### src/design/b64d_pkg.sv
`timescale 1ns / 1ps
// ----------------------------------------------------------------------------
// b64d_pkg: shared types and constants of the Base64 decoder
// Character classes, the queue entry passed from the front end to the
// decode back end, and the queue geometry.
// ----------------------------------------------------------------------------
package b64d_pkg;

  // Pad character '='
  localparam logic [7:0] PadChar = 8'h3D;

  // Queue between front end and back end
  localparam int unsigned FifoDepth = 4;
  localparam int unsigned FifoAw    = $clog2(FifoDepth);

  // Class of an incoming character
  typedef enum logic [1:0] {
    CHR_SKIP = 2'd0,  // not in the alphabet, dropped
    CHR_DATA = 2'd1,  // alphabet character, sextet is valid
    CHR_PAD  = 2'd2   // '=' pad character
  } chr_kind_e;

  // Classified item handed to the back end
  typedef struct packed {
    chr_kind_e   kind;
    logic [5:0]  sextet;
    logic        last;
  } chr_item_t;

endpackage

### src/design/b64d_front.sv
`timescale 1ns / 1ps
// ----------------------------------------------------------------------------
// b64d_front: input stage of the Base64 decoder
// Accepts one character per cycle while the queue has room, maps it to
// its class and sextet value, and pushes the classified item into the queue.
// ----------------------------------------------------------------------------
module b64d_front (
  input  logic                 s_axis_tvalid,
  output logic                 s_axis_tready,
  input  logic [7:0]           s_axis_tdata,   // [7:0] in_char
  input  logic                 s_axis_tlast,   // last_char
  input  logic                 fifo_full_i,
  output logic                 push_o,
  output b64d_pkg::chr_item_t  item_o
);
  import b64d_pkg::*;

  logic [7:0] c;

  assign c = s_axis_tdata;

  // Take an item whenever the queue has room
  assign s_axis_tready = !fifo_full_i;
  assign push_o        = s_axis_tvalid && !fifo_full_i;

  // Character classification and sextet lookup
  always_comb begin
    item_o.last   = s_axis_tlast;
    item_o.kind   = CHR_DATA;
    item_o.sextet = 6'd0;
    if (c >= 8'h41 && c <= 8'h5A) begin
      item_o.sextet = 6'(c - 8'h41);
    end else if (c >= 8'h61 && c <= 8'h7A) begin
      item_o.sextet = 6'(c - 8'h61 + 8'd26);
    end else if (c >= 8'h30 && c <= 8'h39) begin
      item_o.sextet = 6'(c - 8'h30 + 8'd52);
    end else if (c == 8'h2B) begin
      item_o.sextet = 6'd62;
    end else if (c == 8'h2F) begin
      item_o.sextet = 6'd63;
    end else if (c == PadChar) begin
      item_o.kind = CHR_PAD;
    end else begin
      item_o.kind = CHR_SKIP;
    end
  end

endmodule

### src/design/b64d_fifo.sv
`timescale 1ns / 1ps
// ----------------------------------------------------------------------------
// b64d_fifo: short queue of classified characters
// Decouples the input stage from the decode stage so each can stall alone.
// ----------------------------------------------------------------------------
module b64d_fifo (
  input  logic                 clk_i,
  input  logic                 rst_ni,
  input  logic                 push_i,
  input  b64d_pkg::chr_item_t  push_item_i,
  output logic                 full_o,
  input  logic                 pop_i,
  output logic                 valid_o,
  output b64d_pkg::chr_item_t  pop_item_o
);
  import b64d_pkg::*;

  chr_item_t           mem_q [FifoDepth];
  logic [FifoAw-1:0]   wr_ptr_q, wr_ptr_d;
  logic [FifoAw-1:0]   rd_ptr_q, rd_ptr_d;
  logic [FifoAw:0]     count_q, count_d;

  assign full_o     = (count_q == (FifoAw+1)'(FifoDepth));
  assign valid_o    = (count_q != '0);
  assign pop_item_o = mem_q[rd_ptr_q];

  // Pointer and fill count update
  always_comb begin
    wr_ptr_d = wr_ptr_q;
    rd_ptr_d = rd_ptr_q;
    count_d  = count_q;
    if (push_i) begin
      wr_ptr_d = wr_ptr_q + FifoAw'(1);
    end
    if (pop_i) begin
      rd_ptr_d = rd_ptr_q + FifoAw'(1);
    end
    if (push_i && !pop_i) begin
      count_d = count_q + (FifoAw+1)'(1);
    end else if (!push_i && pop_i) begin
      count_d = count_q - (FifoAw+1)'(1);
    end
  end

  always_ff @(posedge clk_i or negedge rst_ni) begin
    if (!rst_ni) begin
      wr_ptr_q <= '0;
      rd_ptr_q <= '0;
      count_q  <= '0;
    end else begin
      wr_ptr_q <= wr_ptr_d;
      rd_ptr_q <= rd_ptr_d;
      count_q  <= count_d;
    end
  end

  // Storage, no reset needed
  always_ff @(posedge clk_i) begin
    if (push_i) begin
      mem_q[wr_ptr_q] <= push_item_i;
    end
  end

endmodule

### src/design/b64d_back.sv
`timescale 1ns / 1ps
// ----------------------------------------------------------------------------
// b64d_back: decode stage of the Base64 decoder
// Keeps group phase, previous sextet and the stop flag, builds decoded
// bytes and holds each result in an output register until it is taken.
// ----------------------------------------------------------------------------
module b64d_back (
  input  logic                 clk_i,
  input  logic                 rst_ni,
  input  logic                 valid_i,
  input  b64d_pkg::chr_item_t  item_i,
  output logic                 pop_o,
  output logic                 m_axis_tvalid,
  input  logic                 m_axis_tready,
  output logic [7:0]           m_axis_tdata,   // [7:0] out_byte
  output logic                 m_axis_tuser,   // byte_valid
  output logic                 m_axis_tlast    // end_of_message
);
  import b64d_pkg::*;

  logic [1:0] phase_q, phase_d;
  logic [5:0] prev_q, prev_d;
  logic       stopped_q, stopped_d;
  logic       out_valid_q, out_valid_d;
  logic [7:0] out_byte_q, out_byte_d;
  logic       out_bv_q, out_bv_d;
  logic       out_eom_q, out_eom_d;
  logic       have;
  logic [7:0] byte_val;

  // Pop whenever the output register is free or being drained
  assign pop_o = valid_i && (!out_valid_q || m_axis_tready);

  // Decode one item
  always_comb begin
    phase_d   = phase_q;
    prev_d    = prev_q;
    stopped_d = stopped_q;
    have      = 1'b0;
    byte_val  = 8'd0;
    if (!stopped_q) begin
      if (item_i.kind == CHR_PAD && phase_q[1]) begin
        stopped_d = 1'b1;
      end else if (item_i.kind == CHR_DATA) begin
        case (phase_q)
          2'd1: begin
            byte_val = {prev_q, item_i.sextet[5:4]};
            have     = 1'b1;
          end
          2'd2: begin
            byte_val = {prev_q[3:0], item_i.sextet[5:2]};
            have     = 1'b1;
          end
          2'd3: begin
            byte_val = {prev_q[1:0], item_i.sextet};
            have     = 1'b1;
          end
          default: begin
            have = 1'b0;
          end
        endcase
        prev_d  = item_i.sextet;
        phase_d = phase_q + 2'd1;
      end
    end
    // Final character clears the decode state
    if (item_i.last) begin
      phase_d   = 2'd0;
      prev_d    = 6'd0;
      stopped_d = 1'b0;
    end
  end

  // Output register
  always_comb begin
    out_valid_d = out_valid_q && !m_axis_tready;
    out_byte_d  = out_byte_q;
    out_bv_d    = out_bv_q;
    out_eom_d   = out_eom_q;
    if (pop_o && (have || item_i.last)) begin
      out_valid_d = 1'b1;
      out_byte_d  = byte_val;
      out_bv_d    = have;
      out_eom_d   = item_i.last;
    end
  end

  always_ff @(posedge clk_i or negedge rst_ni) begin
    if (!rst_ni) begin
      phase_q     <= 2'd0;
      prev_q      <= 6'd0;
      stopped_q   <= 1'b0;
      out_valid_q <= 1'b0;
    end else begin
      if (pop_o) begin
        phase_q   <= phase_d;
        prev_q    <= prev_d;
        stopped_q <= stopped_d;
      end
      out_valid_q <= out_valid_d;
    end
  end

  always_ff @(posedge clk_i) begin
    out_byte_q <= out_byte_d;
    out_bv_q   <= out_bv_d;
    out_eom_q  <= out_eom_d;
  end

  assign m_axis_tvalid = out_valid_q;
  assign m_axis_tdata  = out_byte_q;
  assign m_axis_tuser  = out_bv_q;
  assign m_axis_tlast  = out_eom_q;

endmodule

### src/design/base64_decoder.sv
`timescale 1ns / 1ps
// ----------------------------------------------------------------------------
// base64_decoder: streaming Base64 decoder
// One character in per item, at most one decoded byte out per item.
// ----------------------------------------------------------------------------
// Takes one character per clock and sustains that rate indefinitely while
// the output side keeps up. A character is classified as it is accepted,
// waits in a four-entry queue and is decoded into an output register: with
// the queue empty and the output register free, the queue entry is its only
// stop before the output register. Characters outside the standard
// alphabet are skipped; an '=' in the third or fourth slot of
// a group ends decoding until the character marked tlast, which always
// yields a result with tlast set (tuser tells whether it carries a byte)
// and returns the decoder to its reset state.
// ----------------------------------------------------------------------------
module base64_decoder (
  input  logic        clk_i,
  input  logic        rst_ni,
  input  logic        s_axis_tvalid,
  output logic        s_axis_tready,
  input  logic [7:0]  s_axis_tdata,   // [7:0] in_char
  input  logic        s_axis_tlast,   // last_char
  output logic        m_axis_tvalid,
  input  logic        m_axis_tready,
  output logic [7:0]  m_axis_tdata,   // [7:0] out_byte
  output logic        m_axis_tuser,   // byte_valid
  output logic        m_axis_tlast    // end_of_message
);
  import b64d_pkg::*;

  logic       push;
  logic       pop;
  logic       fifo_full;
  logic       fifo_valid;
  chr_item_t  push_item;
  chr_item_t  pop_item;

  // Classify stage
  b64d_front u_front (
    .s_axis_tvalid (s_axis_tvalid),
    .s_axis_tready (s_axis_tready),
    .s_axis_tdata  (s_axis_tdata),
    .s_axis_tlast  (s_axis_tlast),
    .fifo_full_i   (fifo_full),
    .push_o        (push),
    .item_o        (push_item)
  );

  // Queue between the stages
  b64d_fifo u_fifo (
    .clk_i       (clk_i),
    .rst_ni      (rst_ni),
    .push_i      (push),
    .push_item_i (push_item),
    .full_o      (fifo_full),
    .pop_i       (pop),
    .valid_o     (fifo_valid),
    .pop_item_o  (pop_item)
  );

  // Decode stage
  b64d_back u_back (
    .clk_i         (clk_i),
    .rst_ni        (rst_ni),
    .valid_i       (fifo_valid),
    .item_i        (pop_item),
    .pop_o         (pop),
    .m_axis_tvalid (m_axis_tvalid),
    .m_axis_tready (m_axis_tready),
    .m_axis_tdata  (m_axis_tdata),
    .m_axis_tuser  (m_axis_tuser),
    .m_axis_tlast  (m_axis_tlast)
  );

endmodule

### config.mk
export PLATFORM = sky130hd
export DESIGN_NAME = base64_decoder
export DESIGN_NICKNAME = d
export VERILOG_FILES = /design/src/design/b64d_pkg.sv /design/src/design/b64d_front.sv /design/src/design/b64d_fifo.sv /design/src/design/b64d_back.sv /design/src/design/base64_decoder.sv
export SDC_FILE = /design/constraint.sdc
export NUM_CORES = 1
export LEC_CHECK = 0
export BUFFER_PORTS_ARGS = -buffer_cell sky130_fd_sc_hd__buf_2
export CAP_MARGIN = 20
export CORE_MARGIN = 1
export CORE_UTILIZATION = 35
export DETAILED_ROUTE_END_ITERATION = 10
export PLACE_DENSITY_LB_ADDON = 0.3
export REMOVE_ABC_BUFFERS = 1
export SETUP_SLACK_MARGIN = 0.2
export SYNTH_ARGS = -nofsm -noshare
export SYNTH_HDL_FRONTEND = slang
export SYNTH_SLANG_ARGS = --single-unit
### constraint.sdc
create_clock -name clk_i -period 2.6 [get_ports clk_i]
set_input_delay 0.39 -clock clk_i [delete_from_list [all_inputs] [get_ports clk_i]]
set_output_delay 0.39 -clock clk_i [all_outputs]
set_load 0.1 [all_outputs]
==> results.yml <==
critical_path:
  reg2reg_to: "u_back.prev_q[2]"
  cpMaxStageDelayCell: "dfrtp_1"
  crit_type: "flop to flop"
  r2r_cells: 3
  crit_family: "flip-flops"
  crit_chain: "mux4_2, o31ai_4, a22o_1"
  arrival_ns: 2.44
  r2r-start: "u_fifo.rd_ptr_q[0]"
  max_stage_delay_ns: 0.75
  required_ns: 2.87
  critPathCapture: "u_back.prev_q[2]"
  start_kind: "flop"
  cp.depth: 3
  path_buf_inv: 0
  reg2reg_slack_ns: 0.43
  critPathCaptureType: "flop"
  crit_path_max_fanout: 13
  critPathLaunch: "u_fifo.rd_ptr_q[0]"
clock_network:
  clock-sinks: 63
  clkLatencyLatePin_ns: 0.33
  clock_path_buffers: 2
  htreeDepth: 3
  cts_tree: "yes"
  clk_pin_slew_ns: 0.07
  clockRootBuffer: "clkbuf_8"
  cts-buffers-inserted: 9
route:
  ant_nets: 0
  remaining_drc_errors: 0
  vias: 1870
  postRouteWirelength_mm: 5.56
  vias_per_cell: 5.21
  drtIter0Drc: 96
  wl_per_cell_um: 15.5
  dr.pass1.iters: 5
logic_synthesis:
  syn-instance-count: 216
  yosysWarnings: 0
  yosysUniqueCellTypes: 46
  synth-edff-count: 46
  synth_area_um2: 3060
  avgSynthCellArea_um2: 14.2
  synth_seq_cells: 63
  ys_seq_area_frac: 0.591
  synthFlopType: "edfxtp_1"
  synth_largest_area_cell: "edfxtp_1"
  synth_top_area_share: 0.452
  async_flop_share: 0.270
  synth.area.top_cells: "edfxtp_1, dfrtp_1, ha_1"
timing:
  finalSetupTns_ns: 0
  fmax_mhz: 461
  fin_crit_sh: 0.835
  holdWs_ns: 0.275
  maxSlewHeadroom: 0.579
  setup_viol: 0
  finalMaxSlewViolations: 0
  rsz0062_at_grt: "false"
  worst_slew_pin_slew_ns: 0.631
  finalCriticalPeriod_ns: 2.17
  fin_worst_skew_ns: 0.00455
  hold_viol: 0
placement:
  portBuffers: 24
  dpl.hpwl_mm: 3.93
  place.gp.congestion: 0.838
cells_and_area:
  drive_gt1_frac: 0.209
  insertedDiodeCount: 0
  final_net_count: 280
  area_growth_pct: 15.4
  final-seq-area_um2: 1810
  multiInputGateArea_um2: 1170
  nFillCells: 775
die:
  core_um2: 8340
  die_h_um: 95.5
  fp-row-count: 33
  start_util: 0.367
  pin_count: 25
  fp.dieW_um: 95.5
  die_area_um2: 9120
global_routing:
  grt_pass1_vias: 1834
  antenna_found_initial: 0
  grt_pass1_wl_mm: 9.38
  track_usage: 0.140
  overflow: 0
  grt_max_degree: 18
hold_path:
  hold_path.class: "primary input to flop"
pwr:
  p_sw_mw: 1.88
  p_sw_frac: 0.426
  combinationalPowerShare: 0.418
  seq_power_share: 0.378
  p_leak_nw: 1.44
  p_int_mw: 2.52
  clockPowerShare: 0.204
  max-vdd-ir-drop_mv: 0.698
  p_per_area_nw_per_um2: 1250
job:
  drv_cap: 0
run_status:
  status: "completed"
## worst min-delay path by stage
stage | from | endpoint | slack (ns) | cells after the start
2_1_floorplan | rst_ni | u_back.m_axis_tvalid | 0.09 | 0
3_3_place_gp | rst_ni | u_back.prev_q[0] | 0.35 | 1
3_5_place_dp | rst_ni | u_back.prev_q[0] | 0.35 | 1
4_1_cts | s_axis_tlast | u_fifo.mem_q[2][0] | 0.26 | 1
5_1_grt | s_axis_tlast | u_fifo.mem_q[2][0] | 0.27 | 1
6_report | s_axis_tlast | u_fifo.mem_q[2][0] | 0.28 | 1
## power by group through the flow
stage	clock [mW]	combinational, mW	sequential [mW]
finish	0.897	1.84	1.66
global route	0.958	1.98	1.72
CTS	0.917	1.85	1.67
detailed placement	0	1.85	1.69
global placement	0	1.83	1.68
floorplan	0	0.854	2.27
## per-layer routing
layer	track usage	part of all wire	vias up	routed length, µm
met5	0	0	-	0
met4	0.0784	0.023	0	129
met3	0.0239	0.037	11	203
met2	0.229	0.49	54	2720
met1	0.176	0.45	907	2500
li1	-	-	898	-
## state kept, by name, summed over array words and instances (netlist names), 2 cells and up
| name | count |
|---|---|
| u_back.phase_q | 2 |
| u_back.prev_q | 6 |
| u_back.m_axis_tdata | 8 |
| u_fifo.wr_ptr_q | 2 |
| u_fifo.count_q | 3 |
| u_fifo.mem_q | 36 |
| u_fifo.rd_ptr_q | 2 |
## through the flow
step / instance area (µm²) / power [mW] / cells / util / worst slack [ns]
after floorplan: 3030 / 3.12 / 209 / - / -0.0175
after CTS: 3530 / 4.44 / 359 / 0.423 / 0.377
final: 3530 / 4.40 / 359 / 0.423 / 0.430
after detailed placement: 3310 / 3.54 / 342 / 0.397 / 0.395
after global placement: 3310 / 3.51 / 342 / 0.397 / 0.454
after global routing: 3530 / 4.66 / 359 / 0.423 / 0.265
## cells in the mapped netlist, drive strengths merged (2+ instances only)
cell type  count
mux4           7
and2           2
o221ai         3
nand3          4
o211a          2
edfxtp        46
nand2          7
a22o           8
mux2i          4
nor2          17
o211ai         3
xnor2          6
o21bai         2
ha            17
dfrtp         17
a222oi         8
a21oi          2
a21o           2
and3           7
xor2           4
buf            6
mux2           4
inv           13
a22oi          2
nor3           2
nor2b          4
o21ai          3
## worst reg2reg max path, stage by stage, from the launching register on
cell and delay, ns:
dfrtp_1 0.75, mux4_2 0.68, o31ai_4 0.46, a22o_1 0.22
## cell usage in the layout, fill, tap and decap left out, drive strengths merged, types with 2 or more instances in the layout
cell,n
a21o,2
a21oi,2
a222oi,8
a22o,8
a22oi,2
and2,2
and3,7
buf,28
bufinv,2
clkbuf,9
clkinv,4
dfrtp,17
edfxtp,46
ha,17
inv,13
mux2,4
mux2i,4
mux4,7
nand2,7
nand3,4
nor2,17
nor2b,4
nor3,2
o211a,2
o211ai,3
o21ai,3
o21bai,2
o221ai,3
xnor2,6
xor2,4
## area by class of cell
class                   count  area share
flip-flops and latches     63       0.512
repair buffers             29      0.0454
multi-input cells         133       0.332
clock buffers               9      0.0351
well taps                 105      0.0372
clock inverters             7      0.0248
inverters                  13      0.0138
## cells by family after synthesis
group | synth area share
and+or+nand+nor | 0.0839
buffers and inverters | 0.0266
DFF | 0.591
xor gates and xnor gates | 0.0286
AOI/OAI and AO/OA | 0.112
muxes | 0.0818
adders and majority gates | 0.0761
## repair_timing
item,in CTS,in global routing
hold buffers,1,0
buffers inserted,0,0
hold endpoints to repair,17,0
resized for setup,0,0
Power figures use the tool's default switching activity.
